[src/rtl/hcbf_pkg.sv]
`default_nettype none
package hcbf_pkg;

    localparam int BYTE_W = 8;
    localparam int CL_W = 24;
    localparam int CFG_INDEX_W = 1;

    typedef enum logic [CFG_INDEX_W-1:0] {
        CFG_CHUNKED_MODE   = 1'b0,
        CFG_CONTENT_LENGTH = 1'b1
    } t_cfg_index;

    typedef enum logic [2:0] {
        PH_SIZE    = 3'd0,
        PH_EXT     = 3'd1,
        PH_DATA    = 3'd2,
        PH_TAIL    = 3'd3,
        PH_TRAILER = 3'd4
    } t_phase;

    typedef enum logic [1:0] {
        ST_OK         = 2'd0,
        ST_SATURATED  = 2'd1,
        ST_LAST_CHUNK = 2'd2
    } t_status;

    localparam logic [7:0] CHAR_LF = 8'h0A;
    localparam logic [7:0] CHAR_0 = 8'h30;
    localparam logic [7:0] CHAR_9 = 8'h39;
    localparam logic [7:0] CHAR_LC_A = 8'h61;
    localparam logic [7:0] CHAR_LC_F = 8'h66;
    localparam logic [7:0] CHAR_UC_A = 8'h41;
    localparam logic [7:0] CHAR_UC_F = 8'h46;
    localparam logic [7:0] LC_HEX_BIAS = CHAR_LC_A - 8'd10;
    localparam logic [7:0] UC_HEX_BIAS = CHAR_UC_A - 8'd10;
    localparam logic [15:0] CRLF = 16'h0D0A;
    localparam logic [31:0] CRLFCRLF = 32'h0D0A0D0A;
    localparam logic [1:0] CHUNK_TAIL_LEN = 2'd2;
    localparam logic [2:0] TRAILER_SHORT = 3'd2;
    localparam logic [2:0] TRAILER_FULL = 3'd4;

    typedef struct packed {
        logic [BYTE_W-1:0] body_byte;
        logic              is_hex;
        logic [3:0]        hex_val;
        logic              is_lf;
    } t_beat;

    typedef struct packed {
        t_phase  phase_out;
        t_status status;
        logic    message_done;
        logic    is_payload;
    } t_result;

endpackage
`default_nettype wire

[src/rtl/hcbf_front.sv]
`default_nettype none
module hcbf_front (
    input  wire logic [hcbf_pkg::BYTE_W-1:0] i_body_byte,
    output hcbf_pkg::t_beat                  o_beat
);
    import hcbf_pkg::*;

    always_comb begin
        o_beat.body_byte = i_body_byte;
        o_beat.is_lf = (i_body_byte == CHAR_LF);
        o_beat.is_hex = 1'b0;
        o_beat.hex_val = '0;
        priority if (i_body_byte >= CHAR_0 && i_body_byte <= CHAR_9) begin
            o_beat.is_hex = 1'b1;
            o_beat.hex_val = 4'(i_body_byte - CHAR_0);
        end else if (i_body_byte >= CHAR_LC_A && i_body_byte <= CHAR_LC_F) begin
            o_beat.is_hex = 1'b1;
            o_beat.hex_val = 4'(i_body_byte - LC_HEX_BIAS);
        end else if (i_body_byte >= CHAR_UC_A && i_body_byte <= CHAR_UC_F) begin
            o_beat.is_hex = 1'b1;
            o_beat.hex_val = 4'(i_body_byte - UC_HEX_BIAS);
        end else begin
            o_beat.is_hex = 1'b0;
        end
    end

endmodule
`default_nettype wire

[src/rtl/hcbf_queue.sv]
`default_nettype none
module hcbf_queue (
    input  wire logic            i_clk,
    input  wire logic            i_rst_n,
    input  wire logic            i_push,
    input  wire hcbf_pkg::t_beat i_beat,
    output logic                 o_full,
    input  wire logic            i_pop,
    output logic                 o_valid,
    output hcbf_pkg::t_beat      o_beat
);
    import hcbf_pkg::*;

    t_beat      r_mem [2];
    logic       r_wr_ptr;
    logic       r_rd_ptr;
    logic [1:0] r_count;

    assign o_full = (r_count == 2'd2);
    assign o_valid = (r_count != 2'd0);
    assign o_beat = r_mem[r_rd_ptr];

    always_ff @(posedge i_clk) begin
        if (i_push) begin
            r_mem[r_wr_ptr] <= i_beat;
        end
    end

    always_ff @(posedge i_clk) begin
        if (!i_rst_n) begin
            r_wr_ptr <= 1'b0;
            r_rd_ptr <= 1'b0;
            r_count <= 2'd0;
        end else begin
            if (i_push) begin
                r_wr_ptr <= ~r_wr_ptr;
            end
            if (i_pop) begin
                r_rd_ptr <= ~r_rd_ptr;
            end
            unique case ({i_push, i_pop})
                2'b10:   r_count <= r_count + 2'd1;
                2'b01:   r_count <= r_count - 2'd1;
                default: r_count <= r_count;
            endcase
        end
    end

endmodule
`default_nettype wire

[src/rtl/hcbf_back.sv]
`default_nettype none
module hcbf_back #(
    parameter int SIZE_BITS = 24
) (
    input  wire logic                      i_clk,
    input  wire logic                      i_rst_n,
    input  wire logic                      i_beat_valid,
    input  wire hcbf_pkg::t_beat           i_beat,
    output logic                           o_beat_pop,
    input  wire logic                      i_chunked_mode,
    input  wire logic [hcbf_pkg::CL_W-1:0] i_content_length,
    output logic                           o_result_valid,
    output hcbf_pkg::t_result              o_result,
    input  wire logic                      i_result_ready
);
    import hcbf_pkg::*;

    localparam int CMP_W = ((SIZE_BITS > CL_W) ? SIZE_BITS : CL_W) + 1;
    localparam logic [SIZE_BITS-1:0] SIZE_MAX = '1;

    t_phase               r_phase, n_phase;
    logic [SIZE_BITS-1:0] r_size_accum, n_size_accum;
    logic [SIZE_BITS-1:0] r_bytes_remaining, n_bytes_remaining;
    logic [SIZE_BITS-1:0] r_plain_count, n_plain_count;
    logic [31:0]          r_last_four, n_last_four;
    logic [2:0]           r_trailer_count, n_trailer_count;
    logic                 r_out_valid;
    t_result              r_result, n_result;

    logic [CMP_W-1:0]       plain_inc;
    logic [SIZE_BITS+3:0]   size_shift;
    logic [SIZE_BITS-1:0]   remain_dec;

    assign o_beat_pop = i_beat_valid && (!r_out_valid || i_result_ready);
    assign o_result_valid = r_out_valid;
    assign o_result = r_result;

    assign plain_inc = CMP_W'(r_plain_count) + CMP_W'(1);
    assign size_shift = {r_size_accum, 4'b0000} + (SIZE_BITS+4)'(i_beat.hex_val);
    assign remain_dec = r_bytes_remaining - SIZE_BITS'(1);

    always_comb begin
        n_phase = r_phase;
        n_size_accum = r_size_accum;
        n_bytes_remaining = r_bytes_remaining;
        n_plain_count = r_plain_count;
        n_last_four = r_last_four;
        n_trailer_count = r_trailer_count;
        n_result.is_payload = 1'b0;
        n_result.message_done = 1'b0;
        n_result.status = ST_OK;
        n_result.phase_out = r_phase;
        if (!i_chunked_mode) begin
            n_result.phase_out = PH_DATA;
            n_result.is_payload = (i_content_length != '0);
            if (plain_inc >= CMP_W'(i_content_length)) begin
                n_result.message_done = 1'b1;
                n_phase = PH_SIZE;
                n_size_accum = '0;
                n_bytes_remaining = '0;
                n_plain_count = '0;
                n_last_four = '0;
                n_trailer_count = '0;
            end else begin
                n_plain_count = plain_inc[SIZE_BITS-1:0];
            end
        end else begin
            unique case (r_phase)
                PH_EXT: begin
                    if (i_beat.is_lf) begin
                        if (r_size_accum == '0) begin
                            n_phase = PH_TRAILER;
                            n_last_four = '0;
                            n_trailer_count = '0;
                            n_result.status = ST_LAST_CHUNK;
                        end else begin
                            n_bytes_remaining = r_size_accum;
                            n_size_accum = '0;
                            n_phase = PH_DATA;
                        end
                    end
                end
                PH_DATA: begin
                    n_result.is_payload = 1'b1;
                    n_bytes_remaining = remain_dec;
                    if (remain_dec == '0) begin
                        n_bytes_remaining = SIZE_BITS'(CHUNK_TAIL_LEN);
                        n_phase = PH_TAIL;
                    end
                end
                PH_TAIL: begin
                    n_bytes_remaining = remain_dec;
                    if (remain_dec == '0) begin
                        n_phase = PH_SIZE;
                    end
                end
                PH_TRAILER: begin
                    n_result.status = ST_LAST_CHUNK;
                    n_last_four = {r_last_four[23:0], i_beat.body_byte};
                    if (r_trailer_count < TRAILER_FULL) begin
                        n_trailer_count = r_trailer_count + 3'd1;
                    end
                    if ((n_trailer_count == TRAILER_SHORT && n_last_four[15:0] == CRLF) ||
                        (n_trailer_count >= TRAILER_FULL && n_last_four == CRLFCRLF)) begin
                        n_result.message_done = 1'b1;
                        n_phase = PH_SIZE;
                        n_size_accum = '0;
                        n_bytes_remaining = '0;
                        n_plain_count = '0;
                        n_last_four = '0;
                        n_trailer_count = '0;
                    end
                end
                default: begin
                    n_result.phase_out = PH_SIZE;
                    n_phase = PH_SIZE;
                    if (i_beat.is_hex) begin
                        if (size_shift[SIZE_BITS+3:SIZE_BITS] != 4'b0000) begin
                            n_size_accum = SIZE_MAX;
                            n_result.status = ST_SATURATED;
                        end else begin
                            n_size_accum = size_shift[SIZE_BITS-1:0];
                        end
                    end else if (i_beat.is_lf) begin
                        if (r_size_accum == '0) begin
                            n_phase = PH_TRAILER;
                            n_last_four = '0;
                            n_trailer_count = '0;
                            n_result.status = ST_LAST_CHUNK;
                        end else begin
                            n_bytes_remaining = r_size_accum;
                            n_size_accum = '0;
                            n_phase = PH_DATA;
                        end
                    end else begin
                        n_phase = PH_EXT;
                    end
                end
            endcase
        end
    end

    always_ff @(posedge i_clk) begin
        if (!i_rst_n) begin
            r_phase <= PH_SIZE;
            r_size_accum <= '0;
            r_bytes_remaining <= '0;
            r_plain_count <= '0;
            r_last_four <= '0;
            r_trailer_count <= '0;
            r_out_valid <= 1'b0;
        end else begin
            if (o_beat_pop) begin
                r_phase <= n_phase;
                r_size_accum <= n_size_accum;
                r_bytes_remaining <= n_bytes_remaining;
                r_plain_count <= n_plain_count;
                r_last_four <= n_last_four;
                r_trailer_count <= n_trailer_count;
                r_out_valid <= 1'b1;
            end else if (i_result_ready) begin
                r_out_valid <= 1'b0;
            end
        end
    end

    always_ff @(posedge i_clk) begin
        if (o_beat_pop) begin
            r_result <= n_result;
        end
    end

endmodule
`default_nettype wire

[src/rtl/http_chunked_body_framer_unit.sv]
`default_nettype none
// Frames an HTTP/1.1 message body one byte per beat. In chunked mode it parses the hex
// chunk size, skips extensions, flags chunk data bytes, skips the two bytes after each
// chunk and ends the message on the empty line or trailer after the zero-size chunk; in
// plain mode it ends the message after content_length bytes. Every input beat yields one
// result beat, and the unit sustains one beat per clock unless m_axis_tready stalls it.
// A result is registered: each byte passes through the two-entry input queue and then the
// framing stage, whose state register sets the rate. The user must write configuration
// only while idle; the unit itself does not enforce this.
module http_chunked_body_framer_unit #(
    parameter int SIZE_BITS = 24
) (
    input  wire logic                             i_clk,
    input  wire logic                             i_rst_n,
    input  wire logic                             s_axis_tvalid,
    output logic                                  s_axis_tready,
    input  wire logic [7:0]                       s_axis_tdata,  // body_byte[7:0]
    output logic                                  m_axis_tvalid,
    input  wire logic                             m_axis_tready,
    output logic [7:0]                            m_axis_tdata,
    // is_payload[0], message_done[1], status[3:2], phase_out[6:4], zero[7]
    input  wire logic                             i_cfg_we,
    input  wire logic [hcbf_pkg::CFG_INDEX_W-1:0] i_cfg_index,
    input  wire logic [hcbf_pkg::CL_W-1:0]        i_cfg_data
);
    import hcbf_pkg::*;

    logic            r_chunked_mode;
    logic [CL_W-1:0] r_content_length;
    t_beat           front_beat;
    t_beat           queue_beat;
    logic            queue_full;
    logic            queue_valid;
    logic            queue_pop;
    t_result         result;

    always_ff @(posedge i_clk) begin
        if (!i_rst_n) begin
            r_chunked_mode <= 1'b1;
            r_content_length <= '0;
        end else if (i_cfg_we) begin
            unique case (t_cfg_index'(i_cfg_index))
                CFG_CHUNKED_MODE:   r_chunked_mode <= i_cfg_data[0];
                CFG_CONTENT_LENGTH: r_content_length <= i_cfg_data;
                default:            r_chunked_mode <= r_chunked_mode;
            endcase
        end
    end

    assign s_axis_tready = !queue_full;

    hcbf_front u_front (
        .i_body_byte (s_axis_tdata),
        .o_beat      (front_beat)
    );

    hcbf_queue u_queue (
        .i_clk   (i_clk),
        .i_rst_n (i_rst_n),
        .i_push  (s_axis_tvalid && s_axis_tready),
        .i_beat  (front_beat),
        .o_full  (queue_full),
        .i_pop   (queue_pop),
        .o_valid (queue_valid),
        .o_beat  (queue_beat)
    );

    hcbf_back #(
        .SIZE_BITS (SIZE_BITS)
    ) u_back (
        .i_clk            (i_clk),
        .i_rst_n          (i_rst_n),
        .i_beat_valid     (queue_valid),
        .i_beat           (queue_beat),
        .o_beat_pop       (queue_pop),
        .i_chunked_mode   (r_chunked_mode),
        .i_content_length (r_content_length),
        .o_result_valid   (m_axis_tvalid),
        .o_result         (result),
        .i_result_ready   (m_axis_tready)
    );

    assign m_axis_tdata = {1'b0, result.phase_out, result.status,
                           result.message_done, result.is_payload};

endmodule
`default_nettype wire
[config.mk]
export PLATFORM = sky130hd
export DESIGN_NAME = http_chunked_body_framer_unit
export DESIGN_NICKNAME = d
export VERILOG_FILES = /design/src/rtl/hcbf_pkg.sv /design/src/rtl/hcbf_front.sv /design/src/rtl/hcbf_queue.sv /design/src/rtl/hcbf_back.sv /design/src/rtl/http_chunked_body_framer_unit.sv
export SDC_FILE = /design/constraint.sdc
export NUM_CORES = 1
export LEC_CHECK = 0
export BUFFER_PORTS_ARGS = -buffer_cell sky130_fd_sc_hd__buf_2
export CAP_MARGIN = 15
export CORE_ASPECT_RATIO = 1.75
export CORE_MARGIN = 2
export CORE_UTILIZATION = 50
export CTS_BUF_LIST = sky130_fd_sc_hd__clkbuf_8
export DETAILED_ROUTE_END_ITERATION = 10
export PLACE_DENSITY = 0.67
export SLEW_MARGIN = 0
export SYNTH_ARGS = -nofsm -noshare
export SYNTH_HDL_FRONTEND = slang
export SYNTH_HIERARCHICAL = 1
export SYNTH_SLANG_ARGS = --single-unit
[constraint.sdc]
create_clock -name i_clk -period 5.7 [get_ports i_clk]
set_input_delay 0.285 -clock i_clk [delete_from_list [all_inputs] [get_ports i_clk]]
set_output_delay 0.285 -clock i_clk [all_outputs]
set_load 0.01 [all_outputs]
==> reports/results.ini, run 1 <==
[final_layout]
mostFrequentLayoutCells=dfxtp_1 (133), nand2_1 (110), nor2_1 (81), nand3_1 (80), a21oi_1 (69)
num_antenna_cells=0
final_common_cell=dfxtp_1
drive_above_1_share_pct=14.9
fin_nets=1105
stdcell_count=1281
syn_to_final_growth_pct=7.50

[synthesis]
yosysWarnings=6
yosys-top-cells-area=dfxtp_1 (30%), edfxtp_1 (12%), ha_1 (4.6%)
yosysSeqAreaShare_pct=41.2
synth_edf_count=35
synth_area_per_cell_sq_um=8.79
async_flop_share_pct=0
synth.net_count=1096
synth_cell_types=83
synth_largest_area_cell=dfxtp_1
synth_area_sq_um=9010
synth_ff_type=dfxtp_1
synth_top_cell_area_share_pct=29.6
syn_inst=1025
ys_ff_latch=168

[clocking]
post_cts_resized=0
clock-sinks=168
hold_buffers=1
cts_buffer_depth=2
cts_tree=yes
root_buffer=clkbuf_8
clk_latency_ns=0.48
cts_setup_buffers=0
cts_made_buffers=17
clkTransAtPathRegs_ns=0.11
h-tree-depth=4

[power_and_ir_drop]
power.leakage_nw=3.65
p_per_area_nw_per_um2=304
vdd_ir_drop_max_mv=0.124

[detailed_routing]
drt_iter0_drc=563
num_vias=7535
first_pass_iters=5
wl_um=22600
ant_nets=0
wire_per_inst_um=17.6
viasPerCell=5.88
route.detailed.drc=0

[worst_setup_path]
critPathArrivalTime_ns=5.21
crit_path_frequent_cell=nand2_1
cp.buffers_inverters=1
path_delay_family=simple AND/OR/NAND/NOR gates
worstSetupPathDepth=16
cp-end-kind=flop
slowest_delay_ns=0.47
required_ns=6.11
path_cells=nand3_1 -> or2_0 -> or3_1 -> nor2_1 -> nand2_1 -> xnor2_1 -> ha_1 -> a211oi_1 -> nand2_1 -> a31oi_1 -> o211ai_1 -> nor3_2 -> buf_4 -> nand2_1 -> or3_1 -> a21oi_1
worst_r2r_path_depth=16
worstSetupPathType=flop to flop
critPathLaunchType=flop
slowest_stage=or3_1
worst-path-max-fanout=18

[floorplanning]
ios=48
core_sq_um=17800
num_rows=65
fp.dieH_um=182
dieArea_sq_um=19100
start_util_pct=50.6
die_w_um=105

[sta]
layout_min_cycle_time_ns=4.79
final-setup-viol-count=0
relSlewSlack_pct=33.0
setup-tns-final_ns=0
period_share_pct=84.1
max_freq_mhz=209
rsz0062_at_grt=no
drv_slew=0
fin_worst_skew_ns=0.0212
worst_pin_slew_ns=1.01
fin_hold_ws_ns=0.0240
hold_violations=0

[global_route]
grt_max_degree=81
grt_pass1_vias=7065
grt_pass1_wl_um=35800
gr-usage-all-layers_pct=23.5
grt-ovfl-total=0
antenna_found_initial=0

[min_path]
worstHoldPathType=input pin to flop
hold_path_depth=1

[place]
port_buffers=46
dp_hpwl_um=16100
dp.cells=1248
gp_congestion=0.891

[flow_run]
maxCapViolCount=0

[run_status]
status=completed

## kinds of logic (layout without fill, tap and decap cells)
kind of cell / after synthesis / in the layout / share of synthesized area (%)
compound gates: 217 / 217 / 16.5
simple gates: 442 / 442 / 25.8
other cells: 1 / 1 / 0.0416
mux: 19 / 19 / 2.31
xor+xnor: 37 / 37 / 3.60
buf+inv: 108 / 130 / 5.90
flops: 168 / 168 / 41.2
fa+ha+maj: 33 / 33 / 4.58
## area by class of cell
cell class                      instances  area, sq um
Clock buffer                           17          234
Clock inverter                         15          195
Fill cell                            1622         8130
Inverter                               40          150
Multi-Input combinational cell        749         4770
Sequential cell                       168         3710
Tap cell                              234          293
Timing Repair Buffer                   58          323
## report_power, final
group          leakage (nW)  switching, mW  internal, mW  total, mW
logic                  2.03          0.432         0.241      0.673
clock network         0.214          0.519         0.377      0.896
registers              1.41         0.0669          1.31       1.37
total                  3.65           1.02          1.92       2.94
## worst paths after layout
kind                                        startpoint  slack, ns                                     to
setup / recovery  u_back/r_plain_count[2]$_SDFFE_PN0P_       0.91  u_back/r_plain_count[23]$_SDFFE_PN0P_
hold / removal                         s_axis_tdata[4]       0.02         u_queue/r_mem[1][10]$_DFFE_PP_
setup reg to reg  u_back/r_plain_count[2]$_SDFFE_PN0P_       0.91  u_back/r_plain_count[23]$_SDFFE_PN0P_
hold reg to reg    u_back/r_last_four[16]$_SDFFE_PN0P_       0.45    u_back/r_last_four[16]$_SDFFE_PN0P_
## through the flow
step	worst slack, ns	util, %	area, sq um	total power [mW]
4_1_cts	0.888	54.4	9680	2.96
3_5_place_dp	0.933	51.9	9240	2.07
3_3_place_gp	0.963	51.9	9240	2.06
6_report	0.905	54.4	9680	2.94
2_1_floorplan	1.61	-	9010	1.88
5_1_grt	0.602	54.4	9680	3.08
## flip-flops by register name, indices dropped and copies added (netlist names), 2 cells and up, named ones only
name / cells
u_back/r_phase: 3
u_back/r_bytes_remaining: 24
u_back/r_trailer_count: 3
u_back/r_size_accum: 24
u_queue/r_count: 2
u_back/r_plain_count: 24
r_content_length: 24
u_back/r_last_four: 24
u_queue/r_mem: 28
u_back/o_result: 7
## layer usage
layer,wire length (um),GRT usage [%],vias to the layer above,share of wire (%)
met5,0,0,-,0
met4,881,12.0,0,3.9
met3,635,3.05,49,2.8
met2,12300,44.4,179,54
met1,8780,25.0,3576,39
li1,-,-,3731,-
## synthesized netlist by cell type (all sizes together), types with 5 or more instances
cell,n
dfxtp,133
nand2,110
nor2,81
nand3,80
a21oi,70
o21ai,57
buf,41
inv,40
nand4,36
edfxtp,35
ha,33
clkbuf,27
xnor2,26
nor4,24
o2bb2ai,22
nor3,18
and3,15
or3,15
mux2,14
o211ai,13
xor2,11
and2,10
nor2b,8
or4,8
nand2b,7
o31ai,6
a311oi,5
a31oi,5
mux2i,5
nand3b,5
or2,5
No activity file was read; power rests on OpenSTA's default activity.
==> run 2, diff against run 1 <==
- clock period: 5.7 -> 4.86 ns (I/O delays scaled with it)
==> reports/results.ini, run 2 (synthesis gave the netlist of run 1 again) <==
[floorplanning]
dieArea_sq_um=19100
ios=48
die_w_um=105
start_util_pct=50.6
core_sq_um=17800
fp.dieH_um=182
num_rows=65

[worst_setup_path]
path_cells=and4_4 -> nand3_1 -> or3_1 -> nor2_4 -> nand2_1 -> xnor2_1 -> ha_1 -> nand4_1 -> nor4_1 -> o21ai_0 -> o211ai_1 -> nor3_2 -> or4_4 -> a22o_1 -> a211o_1
cp-end-kind=flop
critPathArrivalTime_ns=4.79
slowest_stage=or4_4
r2r_slack_ns=0.42
required_ns=5.22
worstSetupPathType=flop to flop
slowest_delay_ns=0.69
critPathLaunchType=flop
worst-path-max-fanout=22

[sta]
relSlewSlack_pct=36.1
drv_slew=0
worst_slack_ns=0.424
rsz0062_at_grt=no
final-setup-viol-count=0
fin_worst_skew_ns=0.0218
hold_violations=0
fin_hold_ws_ns=0.0177
max_freq_mhz=225
period_share_pct=91.3
layout_min_cycle_time_ns=4.44
worst_pin_slew_ns=0.958
setup-tns-final_ns=0

[clocking]
clock-sinks=168
h-tree-depth=4
root_buffer=clkbuf_8
cts_tree=yes
clkTransAtPathRegs_ns=0.10
cts_buffer_depth=2
cts_setup_buffers=0
clk_latency_ns=0.47
cts_made_buffers=17

[detailed_routing]
num_vias=7538
ant_nets=0
viasPerCell=5.83
route.detailed.drc=0
drt_iter0_drc=494
first_pass_iters=5
wire_per_inst_um=17.2
wl_um=22300

[final_layout]
drive_above_1_share_pct=14.9
largest_register_ff_count=28
syn_to_final_growth_pct=8.50
stdcell_count=1294
top_register=u_queue/r_mem
final_common_cell=dfxtp_1
mostFrequentLayoutCells=dfxtp_1 (133), nand2_1 (110), nand3_1 (80), nor2_1 (80), a21oi_1 (69)
fin_nets=1118
num_antenna_cells=0
fill_cells=1656

[power_and_ir_drop]
p_per_area_nw_per_um2=346
vdd_ir_drop_max_mv=0.166
power.leakage_nw=3.68

[place]
gp_congestion=0.866
dp.cells=1250
dp_hpwl_um=15900
preCtsSetupSlack_ns=0.264
port_buffers=46

[global_route]
antenna_found_initial=1
grt-ovfl-total=0
grt_max_degree=64
grt_pass1_wl_um=36300
gr-usage-all-layers_pct=23.7
grt_pass1_vias=7301

[min_path]
worstHoldPathType=input pin to flop

[flow_run]
maxCapViolCount=0

[run_status]
status=completed

-- run 2: area by class of cell --
class / count / area [sq um] / area share [%]
Sequential cell: 168 / 3710 / 38.0
Inverter: 40 / 150 / 1.54
Tap cell: 234 / 293 / 3.00
Multi-Input combinational cell: 749 / 4780 / 48.9
Clock inverter: 15 / 153 / 1.56
Clock buffer: 17 / 234 / 2.39
Timing Repair Buffer: 71 / 448 / 4.58
-- run 2: repair_timing --
item,4_1_cts,5_1_grt
endpoints found under the setup margin,0,17
hold buffers,12,0
resized for setup,0,2
hold endpoints to repair,16,0
-- run 2: worst paths after layout --
path / start / end / depth (start not counted)
min reg2reg: u_back/r_last_four[18]$_SDFFE_PN0P_ / u_back/r_last_four[18]$_SDFFE_PN0P_ / 2
max reg2reg: u_back/r_plain_count[5]$_SDFFE_PN0P_ / u_back/r_bytes_remaining[8]$_SDFFE_PN0P_ / 15
max: u_back/r_plain_count[5]$_SDFFE_PN0P_ / u_back/r_bytes_remaining[8]$_SDFFE_PN0P_ / 15
min: s_axis_tdata[3] / u_queue/r_mem[0][9]$_DFFE_PP_ / 1
-- run 2: routing by layer --
metal | track usage [%] | wire length (um)
met5 | 0 | 13
met4 | 13.8 | 1140
met3 | 3.73 | 801
met2 | 43.7 | 11600
met1 | 25.1 | 8690
-- run 2: critical path: cells and delay by family (launching register included) --
kind,cells,cell delay (ns)
and+or+nand+nor,9,2.50
DFF,1,0.45
adders and majority gates,1,0.32
xor gates and xnor gates,1,0.14
AOI/OAI and AO/OA,4,0.91
-- run 2: power by group --
part,internal [mW],total [mW],switching (mW)
clock,0.381,0.966,0.586
combinational,0.289,0.797,0.507
sequential,1.53,1.61,0.0802
total,2.20,3.38,1.17
-- run 2: per-stage QoR --
step	util [%]	area, sq um	power [mW]
3_3_place_gp	52.0	9260	2.42
2_1_floorplan	-	9010	2.21
4_1_cts	54.8	9770	3.41
5_1_grt	54.9	9770	3.55
3_5_place_dp	52.0	9260	2.43
6_report	54.9	9770	3.38
==> run 3, diff against run 2 <==
- clock period: 4.86 -> 4.3 ns (I/O delays scaled with it)
==> reports/results.ini, run 3 (synthesis gave the netlist of run 1 again) <==
[run_status]
status=completed

[final_layout]
mostFrequentLayoutCells=dfxtp_1 (133), nand2_1 (110), nor2_1 (81), nand3_1 (80), a21oi_1 (69)
top_register=u_queue/r_mem
drive_above_1_share_pct=16.2
final_core_util_pct=56.7
largest_register_ff_count=28
fin_nets=1154
num_antenna_cells=0
final_common_cell=dfxtp_1
syn_to_final_growth_pct=12.0

[detailed_routing]
wl_um=23300
viasPerCell=5.88
num_vias=7824
ant_nets=0
wire_per_inst_um=17.5
first_pass_iters=5
drt_iter0_drc=647
route.detailed.drc=0

[sta]
period_share_pct=94.6
worst_pin_slew_ns=0.798
max_freq_mhz=246
fin_worst_skew_ns=0.0159
hold_violations=0
setup-tns-final_ns=0
rsz0062_at_grt=no
drv_slew=0
final-setup-viol-count=0
layout_min_cycle_time_ns=4.07
relSlewSlack_pct=46.4

[worst_setup_path]
worstSetupPathType=flop to flop
worst_r2r_path_depth=17
slowest_delay_ns=0.38
slowest_stage=or3_4
cp-end-kind=flop
critPathArrivalTime_ns=4.43
r2r_slack_ns=0.23
critPathLaunchType=flop
worst-path-max-fanout=13
path_cells=and4_4 -> nand3_1 -> or3_4 -> nor2_1 -> buf_4 -> and2_1 -> xor2_1 -> ha_1 -> nand3_1 -> nor3_1 -> a22oi_1 -> o211ai_1 -> nor3_2 -> buf_4 -> and4bb_2 -> and2_1 -> a211o_1
required_ns=4.66

[floorplanning]
die_w_um=105
num_rows=65
fp.dieH_um=182
core_sq_um=17800
start_util_pct=50.6
ios=48
dieArea_sq_um=19100

[flow_run]
maxCapViolCount=0

[place]
dp_hpwl_um=16700
port_buffers=46
gp_congestion=0.914

[min_path]
worstHoldPathType=input pin to flop
hold_path_depth=1

[power_and_ir_drop]
vdd_ir_drop_max_mv=0.167
power.leakage_nw=3.85
p_per_area_nw_per_um2=380
p_total_mw=3.83

[clocking]
h-tree-depth=4
clock-sinks=168
clk_latency_ns=0.47
clkTransAtPathRegs_ns=0.10
root_buffer=clkbuf_8
cts_tree=yes
cts_made_buffers=17
cts_buffer_depth=2

[global_route]
grt_max_degree=64
grtUsageMet3_pct=3.77
antenna_found_initial=0
grt_pass1_wl_um=37700
gr-usage-all-layers_pct=24.6
use_met2_pct=46.8
grt_use_met1_pct=25.3
grt_pass1_vias=7766
grt-ovfl-total=0
busiest_layer=met2

-- run 3: cell types whose count changed in the layout (fill, tap and decap cells not counted), sizes merged --
cell         before  now
or4               8    9
dlygate4sd3      12   30
buf              59   76
clkinvlp          1    2
clkinv            7    5
inv              47   48
-- run 3: path summary, 6_finish.rpt --
kind | startpoint | to
setup / recovery | u_back/r_plain_count[8]$_SDFFE_PN0P_ | u_back/r_bytes_remaining[8]$_SDFFE_PN0P_
hold / removal | s_axis_tdata[1] | u_queue/r_mem[1][7]$_DFFE_PP_
setup reg to reg | u_back/r_plain_count[8]$_SDFFE_PN0P_ | u_back/r_bytes_remaining[8]$_SDFFE_PN0P_
hold reg to reg | u_back/r_last_four[23]$_SDFFE_PN0P_ | u_back/r_last_four[23]$_SDFFE_PN0P_
-- run 3: critical path: cells and delay by family (launching register included) --
family          cells  cell delay, ns
compound gates      3            0.59
buf+inv             2            0.37
fa+ha+maj           1            0.25
simple gates       10            2.22
xor+xnor            1            0.17
flops               1            0.37
-- run 3: area by class of cell --
cell class | instances | area (sq um)
Inverter | 40 | 150
Fill cell | 1625 | 7720
Clock inverter | 15 | 138
Tap cell | 234 | 293
Clock buffer | 17 | 234
Multi-Input combinational cell | 750 | 4800
Timing Repair Buffer | 106 | 768
Sequential cell | 168 | 3710
-- run 3: per-stage QoR --
step / hold slack (ns) / cells / worst slack, ns / area, sq um
after global placement: 0.434 / 1265 / 0.201 / 9380
final: 0.0431 / 1330 / 0.234 / 10100
after global routing: 0.0430 / 1330 / 0.0428 / 10100
after detailed placement: 0.437 / 1265 / 0.126 / 9380
after floorplan: 0.333 / 1025 / 0.205 / 9010
after CTS: 0.0227 / 1327 / 0.121 / 10100
-- run 3: what timing repair did --
item | in CTS | in global routing
endpoints found under the hold margin | 36 | 0
resized for setup | 0 | 3
endpoints found under the setup margin | 0 | 52
setup buffers | 0 | 2
hold buffers | 30 | 0
-- run 3: per-layer routing --
metal	vias up	wire, um
li1	3839	-
met1	3732	8920
met2	194	12700
met3	59	689
met4	0	966
met5	-	0
-- run 3: where the power goes --
group / total [mW] / internal, mW / switching (mW)
Sequential: 1.83 / 1.73 / 0.0944
Combinational: 0.930 / 0.350 / 0.581
Clock: 1.07 / 0.423 / 0.649
